## src/sv/number_theoretic_transform_assert.svh

```systemverilog
// Assertion macros for the number theoretic transform block.
`ifndef NUMBER_THEORETIC_TRANSFORM_ASSERT_SVH
`define NUMBER_THEORETIC_TRANSFORM_ASSERT_SVH
`ifndef SYNTHESIS
`define NTT_ASSERT_IMP(lbl, ante, cons) \
  lbl: assert property (@(posedge clk) disable iff (!rst_n) (ante) |-> (cons)) \
    else $error("ntt assertion failed");
`define NTT_ASSERT_NXT(lbl, ante, cons) \
  lbl: assert property (@(posedge clk) disable iff (!rst_n) (ante) |=> (cons)) \
    else $error("ntt assertion failed");
`else
`define NTT_ASSERT_IMP(lbl, ante, cons)
`define NTT_ASSERT_NXT(lbl, ante, cons)
`endif
`endif

```

## src/sv/ntt_pkg.sv

```systemverilog
// Package: constants, payload types and unit interfaces of the NTT block.
package ntt_pkg;
  localparam int VALUE_BITS = 30;
  localparam int MAX_POINTS = 1024;
  localparam int ADDR_W     = $clog2(MAX_POINTS);
  localparam int CNT_W      = ADDR_W + 1;
  localparam int LOG_MAX    = ADDR_W;
  localparam int LOG_W      = 4;
  localparam int SLOT_W     = 10;
  localparam int ACT_W      = 2;
  localparam int CFG_IDX_W  = 2;
  localparam int MUL_CNT_W  = $clog2(VALUE_BITS);

  localparam logic [VALUE_BITS-1:0] PRIME_RST = VALUE_BITS'(998244353);
  localparam logic [VALUE_BITS-1:0] ROOT_RST  = VALUE_BITS'(3);
  localparam logic [LOG_W-1:0]      LOG_RST   = LOG_W'(10);

  localparam logic [ACT_W-1:0] ACT_LOAD = 2'd0;
  localparam logic [ACT_W-1:0] ACT_RUN  = 2'd1;
  localparam logic [ACT_W-1:0] ACT_READ = 2'd2;
  localparam logic [ACT_W-1:0] ACT_NOP  = 2'd3;

  localparam logic [CFG_IDX_W-1:0] REG_PRIME = 2'd0;
  localparam logic [CFG_IDX_W-1:0] REG_ROOT  = 2'd1;
  localparam logic [CFG_IDX_W-1:0] REG_INV   = 2'd2;
  localparam logic [CFG_IDX_W-1:0] REG_LOG   = 2'd3;

  typedef struct packed {
    logic [ACT_W-1:0]      action;
    logic [SLOT_W-1:0]     slot;
    logic [VALUE_BITS-1:0] load_value;
  } in_item_t;

  typedef struct packed {
    logic [VALUE_BITS-1:0] read_value;
    logic                  finished;
  } out_item_t;

  typedef struct packed {
    logic                  go;
    logic [VALUE_BITS-1:0] a;
    logic [VALUE_BITS-1:0] b;
  } mul_req_t;

  typedef struct packed {
    logic                  done;
    logic [VALUE_BITS-1:0] res;
  } mul_rsp_t;

  typedef struct packed {
    logic                  we;
    logic [ADDR_W-1:0]     addr;
    logic [VALUE_BITS-1:0] wdata;
  } mem_req_t;
endpackage

```

## src/sv/ntt_mulmod.sv

```systemverilog
// Bit-serial modular multiplier: a*b mod p, one bit of b per cycle, a < p.
module ntt_mulmod (
  input  logic                          clk,
  input  logic                          rst_n,
  input  logic [ntt_pkg::VALUE_BITS-1:0] p,
  input  ntt_pkg::mul_req_t             req,
  output ntt_pkg::mul_rsp_t             rsp
);
  import ntt_pkg::*;

  logic                  busy_r, busy_nxt;
  logic                  done_r, done_nxt;
  logic [MUL_CNT_W-1:0]  cnt_r, cnt_nxt;
  logic [VALUE_BITS-1:0] acc_r, acc_nxt;
  logic [VALUE_BITS-1:0] a_r, a_nxt;
  logic [VALUE_BITS-1:0] b_r, b_nxt;
  logic [VALUE_BITS-1:0] p_r, p_nxt;
  logic [VALUE_BITS+1:0] t, p1, p2;

  always_comb begin
    busy_nxt = busy_r;
    done_nxt = 1'b0;
    cnt_nxt  = cnt_r;
    acc_nxt  = acc_r;
    a_nxt    = a_r;
    b_nxt    = b_r;
    p_nxt    = p_r;
    p1 = {2'b00, p_r};
    p2 = {1'b0, p_r, 1'b0};
    t  = {1'b0, acc_r, 1'b0} + (b_r[cnt_r] ? {2'b00, a_r} : '0);
    if (busy_r) begin
      if (t >= p2) begin
        acc_nxt = VALUE_BITS'(t - p2);
      end else if (t >= p1) begin
        acc_nxt = VALUE_BITS'(t - p1);
      end else begin
        acc_nxt = VALUE_BITS'(t);
      end
      if (cnt_r == '0) begin
        busy_nxt = 1'b0;
        done_nxt = 1'b1;
      end else begin
        cnt_nxt = cnt_r - 1'b1;
      end
    end else if (req.go) begin
      busy_nxt = 1'b1;
      cnt_nxt  = MUL_CNT_W'(VALUE_BITS - 1);
      acc_nxt  = '0;
      a_nxt    = req.a;
      b_nxt    = req.b;
      p_nxt    = p;
    end
  end

  always_ff @(posedge clk) begin
    if (!rst_n) begin
      busy_r <= 1'b0;
      done_r <= 1'b0;
    end else begin
      busy_r <= busy_nxt;
      done_r <= done_nxt;
    end
    cnt_r <= cnt_nxt;
    acc_r <= acc_nxt;
    a_r   <= a_nxt;
    b_r   <= b_nxt;
    p_r   <= p_nxt;
  end

  assign rsp.done = done_r;
  assign rsp.res  = (p_r < VALUE_BITS'(2)) ? '0 : acc_r;
endmodule

```

## config.mk

```make
export PLATFORM = sky130hd
export DESIGN_NAME = ntt_mulmod
export DESIGN_NICKNAME = d
export VERILOG_FILES = /design/src/sv/number_theoretic_transform_assert.svh /design/src/sv/ntt_pkg.sv /design/src/sv/ntt_mulmod.sv
export SDC_FILE = /design/constraint.sdc
export NUM_CORES = 1
export LEC_CHECK = 0
export ABC_CLOCK_PERIOD_IN_PS = 14000
export BUFFER_PORTS_ARGS = -buffer_cell sky130_fd_sc_hd__clkbuf_2
export CORE_MARGIN = 2
export CORE_UTILIZATION = 64
export DETAILED_ROUTE_END_ITERATION = 10
export PLACE_DENSITY_LB_ADDON = 0.15
export REMOVE_ABC_BUFFERS = 1
export SETUP_SLACK_MARGIN = 0.05
export SKIP_LAST_GASP = 1
export SLEW_MARGIN = 10
export SYNTH_ARGS = -nofsm -noshare
export SYNTH_HDL_FRONTEND = slang
export SYNTH_SLANG_ARGS = --single-unit
```

## constraint.sdc

```tcl
create_clock -name clk -period 14 [get_ports clk]
set_input_delay 1.4 -clock clk [delete_from_list [all_inputs] [get_ports clk]]
set_output_delay 1.4 -clock clk [all_outputs]
set_load 0.02 [all_outputs]
```

# Word-level counts from Yosys, hierarchy flattened
# Cells that the tools add are included.
totals:
  reg_bits: 127
  input_bits: 93
  wordCells: 37
op_classes:
  n_addsub: 4
  magnitude_cmp: 4
  eq_ne: 1
  muxes: 15
  n_bitwise: 1
  n_reduce_logical: 5
ops:
  columns: ["operator", "count"]
  rows:
  - ["30-bit two-way mux", 6]
  - ["30-bit subtractor", 2]
  - ["31-bit by 30-bit adder with 32-bit output", 1]
  - ["32-bit by 30-bit greater-or-equal comparator with 1-bit output", 1]
  - ["32-bit by 31-bit greater-or-equal comparator with 1-bit output", 1]
  - ["30-bit by 2-bit less-than comparator with 1-bit output, second input constant", 1]
  - ["5-bit two-way mux", 3]
  - ["5-bit by 6-bit less-than comparator with 1-bit output, second input constant", 1]
  - ["2-bit AND reduction", 3]
  - ["1-bit binary-select mux with 5-bit select", 1]
  - ["5-bit logical NOT", 1]
  - ["1-bit two-way mux", 5]
  - ["5-bit by 1-bit subtractor with 5-bit output, second input constant", 1]
  - ["2-bit inequality test, second input constant", 1]
  - ["2-bit nonzero test", 1]
  - ["1-bit NOT", 1]

# Logic depth before layout (Yosys ltp)
# Gate-level depths: netlist of run 1.
depth:
  ltp_word: 8
  ltp_mapped: 33

# Worst setup path before layout of run 1
# No wires, ideal clock.
synth_timing:
  kind: "register to register"
  from: "reg cnt_r[0]"
  to: "reg acc_r[21] (data pin)"
  setup_time_ns: 0.254
  t_arrival_ns: 6.675
  t_required_ns: 13.746
  path_slack_ns: 7.071
  stages_incl_launch_ff: 28
  n_path_buf: 4
  synth_period_minus_slack_ns: 6.929
  path_cell_list: "edfxtp_1 -> buf_2 -> mux4_2 -> mux2_2 -> a211o_1 -> nand3_1 -> clkbuf_1 -> nor2b_1 -> ha_1 -> fa_1 -> a211oi_1 -> o21ai_0 -> a22oi_1 -> o221ai_1 -> o21a_1 -> nor2_1 -> xnor2_1 -> ha_1 -> and4_1 -> a221o_1 -> a221o_1 -> a31oi_2 -> a21oi_1 -> or4b_1 -> buf_6 -> buf_6 -> o211a_1 -> o21a_1"
synth_via:
  elab_chain_cells: 8
synth_rtl:
  columns: ["item", "line_no", "text"]
  rows:
  - ["start, declared", "ntt_mulmod.sv:13", "logic [MUL_CNT_W-1:0] cnt_r, cnt_nxt;"]
  - ["start signal, assigned", "ntt_mulmod.sv:63", "cnt_r <= cnt_nxt;"]
  - ["1-bit binary-select mux with 5-bit select *", "ntt_mulmod.sv:30", "t = {1'b0, acc_r, 1'b0} + (b_r[cnt_r] ? {2'b00, a_r} : '0);"]
  - ["1-bit two-way mux (implied by the code) *", "ntt_mulmod.sv:30", null]
  - ["30-bit two-way mux *", "ntt_mulmod.sv:30", null]
  - ["31-bit by 30-bit adder with 32-bit output *", "ntt_mulmod.sv:30", null]
  - ["30-bit subtractor or 32-bit by 30-bit greater-or-equal comparator with 1-bit output (tied branches)", "ntt_mulmod.sv:35, ntt_mulmod.sv:34", null]
  - ["30-bit two-way mux", "ntt_mulmod.sv:34", "end else if (t >= p1) begin"]
  - ["30-bit two-way mux *", "ntt_mulmod.sv:32", "if (t >= p2) begin"]
  - ["30-bit two-way mux *", "ntt_mulmod.sv:31", "if (busy_r) begin"]
  - ["end signal, assigned", "ntt_mulmod.sv:64", "acc_r <= acc_nxt;"]
  - ["end, declared", "ntt_mulmod.sv:14", "logic [VALUE_BITS-1:0] acc_r, acc_nxt;"]
# Mark *: on every way between the ends. The rest lies on a longest branch, timed or not. The select of a mux whose other input is x is not followed.
# A chain may end at the register's enable or synchronous reset.

# Worst setup path after layout of run 1
layout_timing:
  from: "reg cnt_r[0]"
  to: "reg acc_r[0] (data pin)"
# Same word-level chain as after synthesis.

==> results of run 1 <==
==> metal layers <==
layer	share of wire (%)	GRT usage [%]	up-vias	wire (um)
met4	3.1	13.1	0	774
met1	42	41.6	3840	10600
li1	-	-	3877	-
met3	6.8	5.86	61	1710
met5	0	0	-	0
met2	48	51.7	337	12100
==> worst paths after layout <==
| path | end | start | cells past startpoint |
|---|---|---|---|
| max reg2reg | acc_r[0] | cnt_r[0] | 27 |
| max | acc_r[0] | cnt_r[0] | 27 |
| min reg2reg | cnt_r[4] | cnt_r[4] | 2 |
| min | cnt_r[4] | cnt_r[4] | 2 |
==> final cells by class <==
type / count / area, sq um
Clock buffer: 17 / 425
Fill cell: 1132 / 3890
Timing Repair Buffer: 128 / 653
Sequential cell: 127 / 3790
Multi-Input combinational cell: 765 / 5620
Clock inverter: 15 / 214
Tap cell: 188 / 235
Inverter: 54 / 203
==> metrics by stage <==
stage	instance area [sq um]	setup WS, ns
detailed placement	10500	5.38
CTS	11100	5.36
global route	11100	4.83
floorplan	9590	4.38
global placement	10500	5.61
finish	11100	5.31
==> registers in the layout (all words and copies together) (netlist names) <==
name,count
cnt_r,5
acc_r,30
a_r,30
p_r,30
done_r,1
busy_r,1
b_r,30
==> cells in the final DEF (no fill, tap or decap), drive strengths merged, types with 5 or more instances in the layout <==
| master | netlist | layout |
|---|---|---|
| mux4 | 7 | 7 |
| o21a | 10 | 10 |
| o211ai | 10 | 10 |
| nor2b | 68 | 68 |
| a211o | 6 | 6 |
| nand2 | 56 | 56 |
| nor3 | 16 | 16 |
| buf | 10 | 5 |
| inv | 53 | 63 |
| nor2 | 53 | 53 |
| nand4 | 10 | 10 |
| and3 | 10 | 10 |
| clkbuf | 19 | 140 |
| edfxtp | 125 | 125 |
| xor2 | 28 | 28 |
| mux2i | 15 | 15 |
| o21ai | 49 | 49 |
| or2 | 7 | 7 |
| nor4 | 6 | 6 |
| a211oi | 21 | 21 |
| ha | 90 | 90 |
| a21o | 33 | 33 |
| a221o | 6 | 6 |
| and2 | 10 | 10 |
| mux2 | 5 | 5 |
| o21bai | 17 | 17 |
| and4 | 8 | 8 |
| o31ai | 6 | 6 |
| a21oi | 90 | 90 |
| nand2b | 10 | 10 |
| nand3 | 17 | 17 |
| a31oi | 7 | 7 |
| xnor2 | 53 | 53 |
==> kinds of logic after synthesis <==
| kind of cell | after synthesis |
|---|---|
| AO/OA/AOI/OAI | 285 |
| XOR/XNOR | 81 |
| adder cells (fa/ha/maj) | 93 |
| buffers and inverters | 83 |
| flip-flops | 127 |
| multiplexers | 27 |
| AND/OR/NAND/NOR | 279 |
==> power by group <==
| group | internal, mW | switching, mW |
|---|---|---|
| clock | 0.277 | 0.208 |
| sequential | 0.502 | 0.0355 |
| combinational | 0.886 | 1.27 |
| total | 1.67 | 1.52 |
==> critical path, cell delays in order, from the launching register on <==
cell	delay, ns
edfxtp_1	0.71
mux4_2	0.58
mux2_2	0.27
a211o_1	0.32
nand3_1	0.09
buf_4	0.39
nor2b_1	0.10
ha_1	0.22
fa_1	0.46
a211oi_1	0.32
o21ai_0	0.21
a22oi_1	0.53
nand2b_1	0.11
a21oi_1	0.26
o21ai_0	0.18
xor2_1	0.27
ha_1	0.37
a21oi_1	0.19
o21ai_0	0.14
a221oi_1	0.35
o211ai_1	0.21
a21oi_1	0.26
o211ai_1	0.16
a211oi_4	0.78
buf_4	0.49
nand2_1	0.16
mux2_2	0.26
nor2_1	0.03
==> results.toml, run 1 <==
[run_status]
status = "finished clean"

[synth]
synth_compound_area_share_pct = 19.2
ys.flop_type = "edfxtp_1"
yosysTopAreaCell = "edfxtp_1"
synth_most_common_cell = "edfxtp_1"
async_reset_ff_share_pct = 0
ys_ff_latch = 127
synthCells = 975
synth_edf_count = 125
synth_area_leaders = "edfxtp_1, ha_1, xnor2_1"
synth_cell_type_count = 65
synth_top_family_by_area = "compound AO/OA/AOI/OAI gates"
muxShareOfSynthArea_pct = 3.74
synth_top_area_share_pct = 38.5
postSynthAreaPerCell_sq_um = 10.0
syn_area_sq_mm = 0.00975
ys_seq_area_share_pct = 38.9
synth_warnings = 0
yosys.area_share.adder_pct = 12.2
synth_commonest_cells = "edfxtp_1, a21oi_1, ha_1"
synth_xor_area_share_pct = 7.28
yosys.area_share.simple_pct = 15.0

[route]
drt_first_pass_iters = 5
via_per_inst = 6.27
initialDrtViolationCount = 718
totalWireLength_mm = 25.1
vias = 8115
route.detailed.drc = 0
ant_nets = 0
wl_per_cell_um = 19.4

[layout]
synthToLayoutAreaGrowth_pct = 14.4
n_antenna_cell = 0
nets = 1279
final_cells = 1294
drive_gt1_share_pct = 17.1
final_core_util_pct = 74.1

[placement]
dp.cells = 1262
port-buffer-count = 123
place_hpwl_mm = 18.4
gp_routability_congestion = 0.932

[power]
finalPower_mw = 3.18
p_per_area_mw_per_mm2 = 286
ir_drop_uv = 164
cellLeakagePower_nw = 4.92

[timing]
finalCriticalPeriod_ns = 8.69
rsz0062_at_grt = "false"
fin_setup_tns_ns = 0
hold_viol_final = 0
fin_skew_ns = 0.0176
maxSlewHeadroom_pct = 25.1
fin_crit_sh_pct = 62.1
achievable-frequency_ghz = 0.115
tightest_slew_ns = 1.12
hold-worst-slack_ns = 0.733
maxSlewViolCount = 0
setup-violations-final = 0

[floorplanning]
num_rows = 45
start_util_pct = 64.8
dieArea_sq_mm = 0.0162
fp.dieW_um = 127
die_h_um = 127
pin_count = 124
core_area_sq_mm = 0.0150

[clock_tree]
htree_levels = 4
cts_resized = 0
clkTransAtPathRegs_ns = 0.08
cts_buffer_depth = 2
root_buffer = "clkbuf_16"
cts_buffers = 17
hold_buffers = 0
cts_tree = "built"
cts.sinks = 127
post-cts-setup-buffers = 0
clk_latency_ns = 0.44

[critical_path]
reg2reg_slack_ns = 5.31
arrival_ns = 8.87
critPathKind = "reg2reg"
cp_max_fo = 36
crit_path_end_kind = "register"
start_kind = "register"
cp_data_required_time_ns = 14.18

[global_routing]
grt_pass1_wl_mm = 39.6
grt_pass1_vias = 7835
grt_usage_pct = 31.6
grt_antenna_before_repair = 0
grt_max_degree = 52
grt_remaining_overflow = 0

[worst_hold_path]
hp-class = "reg2reg"

[run]
cap_viol_max_count = 0
No activity file was read; power rests on OpenSTA's default activity.
==> inputs of run 2 (changes only) <==
- ABC_CLOCK_PERIOD_IN_PS: 14000 -> 8100
- CORE_UTILIZATION: 64 -> 60
- clock period: 14 -> 8.1 ns (I/O delays scaled with it)
==> run 2 against run 1 <==
Net effect: total power up 73%; hold slack worse by 0.19 ns; largest power group unchanged; critical endpoint is now acc_r[11]; critical path depth down 1.
==> results.toml, run 2 (synthesis gave the netlist of run 1 again) <==
[critical_path]
timing.rr.start = "cnt_r[0]"
cp_max_fo = 30
cp_top_family = "compound AO/OA/AOI/OAI gates"
slowest_stage = "o31ai_1"
start_kind = "register"
crit_buf_inv = 3
critPathKind = "reg2reg"
cp_slowest_stage_delay_ns = 0.59
arrival_ns = 7.86
cp_data_required_time_ns = 8.27
crit_path_end_kind = "register"
startpoint = "cnt_r[0]"

[timing]
setup-violations-final = 0
fin_skew_ns = 0.0129
finalCriticalPeriod_ns = 7.69
maxSlewViolCount = 0
hold-worst-slack_ns = 0.540
hold_viol_final = 0
fin_setup_tns_ns = 0
maxSlewHeadroom_pct = 29.8
fin_crit_sh_pct = 94.9
achievable-frequency_ghz = 0.130
tightest_slew_ns = 1.05

[placement]
port-buffer-count = 123
placed_area_sq_mm = 0.0106
place_hpwl_mm = 19.0
gp_routability_congestion = 0.969

[layout]
nets = 1289
layout_commonest_cell = "edfxtp_1"
fillers = 1264
n_antenna_cell = 0
final_cell_mix = "edfxtp_1, clkbuf_2, ha_1, a21oi_1, nor2b_1"
synthToLayoutAreaGrowth_pct = 15.3
final_area_sq_mm = 0.0112
drive_gt1_share_pct = 18.1

[worst_hold_path]
hp-class = "in2reg"
hold_start = "p[19]"

[floorplanning]
pin_count = 124
fp.dieW_um = 131
dieArea_sq_mm = 0.0173
core_area_sq_mm = 0.0159
num_rows = 46
start_util_pct = 61.4
die_h_um = 131

[power]
p_per_area_mw_per_mm2 = 489
ir_drop_uv = 283
finalPower_mw = 5.50
cellLeakagePower_nw = 4.95

[route]
ant_nets = 0
wl_per_cell_um = 19.0
vias = 8000
totalWireLength_mm = 25.3
via_per_inst = 6.01
drt_first_pass_iters = 6
route.detailed.drc = 0
initialDrtViolationCount = 706

[clock_tree]
clk_latency_ns = 0.44
cts_buffers = 17
cts.sinks = 127
cts_buffer_depth = 2
htree_levels = 4
cts_tree = "built"
clkTransAtPathRegs_ns = 0.07
root_buffer = "clkbuf_16"

[global_routing]
grt_max_degree = 47
grt_remaining_overflow = 0
grt_usage_pct = 29.7
grt_pass1_vias = 7812
grt_pass1_wl_mm = 40.3
grt_antenna_before_repair = 0

[run_status]
status = "finished clean"

[run]
cap_viol_max_count = 0
==> run 2: cell count changes in the layout (fill, tap and decap cells not counted), moves of 2 or more <==
cell	delta
clkinv_8	+3
inv_6	+3
a21oi_2	+2
buf_4	+10
a21oi_1	-2
bufinv_16	-2
inv_8	-4
==> run 2: cell type report <==
type                    count  area [sq um]  area share, %
multi-input cells         765          5630           50.1
flip-flops and latches    127          3790           33.8
repair buffers            138           728           6.48
clock buffers              17           425           3.79
well taps                 216           270           2.41
inverters                  54           203           1.80
clock inverters            15           183           1.63
==> run 2: power breakdown <==
part / internal [mW] / switching, mW
Clock: 0.419 / 0.363
Combinational: 1.56 / 2.23
Sequential: 0.868 / 0.0626
==> run 2: worst paths after layout <==
path	endpoint	slack (ns)	cells after the start
setup reg to reg	acc_r[11]	0.41	26
hold / removal	p_r[19]	0.54	1
hold reg to reg	cnt_r[4]	0.70	2
setup / recovery	acc_r[11]	0.41	26
==> run 2: worst register-to-register path, cell delays in order (launching register included) <==
cell	delay (ns)
edfxtp_1	0.34
buf_4	0.19
mux4_2	0.53
mux2_2	0.27
a211o_1	0.32
nand3_1	0.16
buf_4	0.25
nor2b_1	0.11
ha_1	0.28
a21oi_1	0.25
o211ai_1	0.22
o21a_1	0.31
o31ai_1	0.59
a31oi_1	0.20
xor2_1	0.31
ha_1	0.37
a21o_1	0.24
a31o_1	0.19
a221o_1	0.32
a221o_1	0.34
a31oi_2	0.19
a21oi_1	0.10
or4b_1	0.49
buf_4	0.26
mux2_1	0.37
a21oi_1	0.15
nor2_1	0.05
==> run 2: routing by layer <==
layer  track usage (%)  part of all wire, %
met1              40.6                   45
met4              9.60                  1.9
met3              5.09                  6.1
met5                 0                    0
met2              48.2                   47
==> run 2: what timing repair did <==
item                       4_1_cts  5_1_grt
setup buffers                    0        6
hold buffers                     0        0
setup endpoints to repair        0       30
resized for setup                0        3
==> run 2: stage by stage <==
stage          setup WS [ns]  instances  util [%]
6_report               0.413       1332      70.7
4_1_cts               0.0713       1326      70.4
5_1_grt              -0.0155       1332      70.7
3_5_place_dp           0.163       1294      66.5
2_1_floorplan          -1.52        946         -
3_3_place_gp           0.379       1294      66.5
==> inputs of run 3 (changes only) <==
- BUFFER_PORTS_ARGS: -buffer_cell sky130_fd_sc_hd__clkbuf_2 -> unset
- CORE_UTILIZATION: 60 -> 65
- DONT_BUFFER_PORTS: unset -> 1
- REMOVE_ABC_BUFFERS: 1 -> unset
==> run 3 against run 2 <==
Net effect: first-iteration DRC count shrank 14%; sequential cell count unchanged; utilization up 1.9 points; combinational power fell by 2%; critical path type unchanged; sequential power is 0.6% higher; routed wire length shrank 1.6%; maximum frequency decreased by 1.2%.
==> results.toml, run 3 (synthesis gave the netlist of run 1 again) <==
[clock_tree]
htree_levels = 4
cts_buffer_depth = 2
cts_buffers = 17
root_buffer = "clkbuf_16"
cts.sinks = 127
cts_tree = "built"
clk_latency_ns = 0.44
clkTransAtPathRegs_ns = 0.07

[global_routing]
grt_pass1_vias = 7290
top_usage_layer = "met2"
grt_usage_pct = 31.5
grt_antenna_before_repair = 1
grtUsageMet2_pct = 47.1
grt_remaining_overflow = 0
use_met1_pct = 44.7
grt_pass1_wl_mm = 38.8
grt_max_degree = 91
use_met3_pct = 7.47

[floorplanning]
num_rows = 44
start_util_pct = 66.8
die_h_um = 126
fp.dieW_um = 126
core_area_sq_mm = 0.0146
pin_count = 124
dieArea_sq_mm = 0.0160

[layout]
synthToLayoutAreaGrowth_pct = 8.69
fillers = 1056
drive_gt1_share_pct = 8.05
final_core_util_pct = 72.6
layout_commonest_cell = "edfxtp_1"
nets = 1167
final_cell_mix = "edfxtp_1, a21oi_1, ha_1, nor2b_1, nand2_1"
final_cells = 1178
n_antenna_cell = 0

[timing]
fin_skew_ns = 0.0108
setup-violations-final = 0
hold_viol_final = 0
finalCriticalPeriod_ns = 7.78
achievable-frequency_ghz = 0.128
maxSlewHeadroom_pct = 25.9
rsz0062_at_grt = "false"
fin_crit_sh_pct = 96.1
maxSlewViolCount = 0
fin_setup_tns_ns = 0
tightest_slew_ns = 1.11
worst_slack_ns = 0.317

[run_status]
status = "finished clean"

[critical_path]
critPathKind = "reg2reg"
crit_path_end_kind = "register"
cp_slowest_stage_delay_ns = 0.54
cp_top_family = "compound AO/OA/AOI/OAI gates"
cp_max_fo = 34
slowest_stage = "mux4_2"
reg2reg_slack_ns = 0.32
r2r_end = "acc_r[11]"
cp_data_required_time_ns = 8.27
start_kind = "register"
reg2reg_depth = 26
timing.rr.start = "cnt_r[0]"
crit_buf_inv = 3
arrival_ns = 7.95

[placement]
place_hpwl_mm = 18.2
gp_routability_congestion = 0.946
port-buffer-count = 0
dp.cells = 1141
place_ws_ns = 0.214

[power]
ir_drop_uv = 416
cellLeakagePower_nw = 4.44
finalPower_mw = 5.41
p_per_area_mw_per_mm2 = 511

[route]
drt_first_pass_iters = 5
totalWireLength_mm = 24.9
wl_per_cell_um = 21.2
vias = 7685
ant_nets = 0
route.detailed.drc = 0
initialDrtViolationCount = 605
via_per_inst = 6.52

[worst_hold_path]
hp-class = "in2reg"
hold_start = "req[32]"
min_path_cells = 0
worst_hold_path.endpoint = "a_r[2]"

[run]
cap_viol_max_count = 0

[synth]
syn_nets = 1161
[run 3: cell types whose count changed in the layout (fill, tap and decap cells not counted), moves of 2 or more]
cell / delta
a21oi_1: +2
clkinv_8: -3
clkbuf_2: -123
a21oi_2: -2
buf_12: +2
[run 3: area by class of cell]
| cell class | count | area [sq um] | share of cell area (%) |
|---|---|---|---|
| inverters | 54 | 203 | 1.91 |
| well taps | 184 | 230 | 2.17 |
| clock inverters | 15 | 161 | 1.52 |
| repair buffers | 16 | 145 | 1.37 |
| clock buffers | 17 | 425 | 4.02 |
| flip-flops and latches | 127 | 3790 | 35.8 |
| multi-input cells | 765 | 5630 | 53.2 |
[run 3: worst register-to-register path, delay by kind of cell (launching register included)]
family          cells  cell delay (ns)
flops               1             0.49
simple gates        5             0.96
compound gates     12             3.03
fa+ha+maj           2             0.74
xor+xnor            1             0.34
buf+inv             3             0.73
mux                 3             1.25
[run 3: repair_timing]
| action | CTS | global route |
|---|---|---|
| endpoints found under the hold margin | 0 | 0 |
| hold buffers | 0 | 0 |
| setup buffers | 0 | 5 |
| setup endpoints to repair | 0 | 30 |
| gates resized for setup | 0 | 4 |
[run 3: worst max path at each step]
| stage | start | endpoint | slack [ns] | depth (start not counted) |
|---|---|---|---|---|
| 3_3_place_gp | cnt_r[0] | acc_r[11] | 0.48 | 25 |
| 2_1_floorplan | cnt_r[0] | acc_r[21] | 1.17 | 27 |
| 5_1_grt | cnt_r[0] | acc_r[11] | 0.02 | 26 |
| 4_1_cts | cnt_r[0] | acc_r[11] | 0.06 | 26 |
| 6_report | cnt_r[0] | acc_r[11] | 0.32 | 26 |
| 3_5_place_dp | cnt_r[0] | acc_r[11] | 0.21 | 26 |
[run 3: stage by stage]
stage / instance area (sq um) / hold slack [ns]
global route: 10600 / 0.450
finish: 10600 / 0.462
detailed placement: 9940 / 0.682
CTS: 10500 / 0.447
global placement: 9940 / 0.658
floorplan: 9750 / 0.621
[run 3: layer usage]
layer  share of wire, %  vias to the layer above
met1                 45                     3590
li1                   -                     3651
met3                8.6                       55
met2                 44                      389
met4                2.4                        0
met5                  0                        -
[run 3: where the power goes]
group | internal, mW | total (mW) | switching [mW] | leakage (nW)
registers | 0.869 | 0.936 | 0.0671 | 1.24
clock network | 0.414 | 0.771 | 0.357 | 0.284
logic | 1.52 | 3.71 | 2.18 | 2.92
total | 2.80 | 5.41 | 2.61 | 4.44
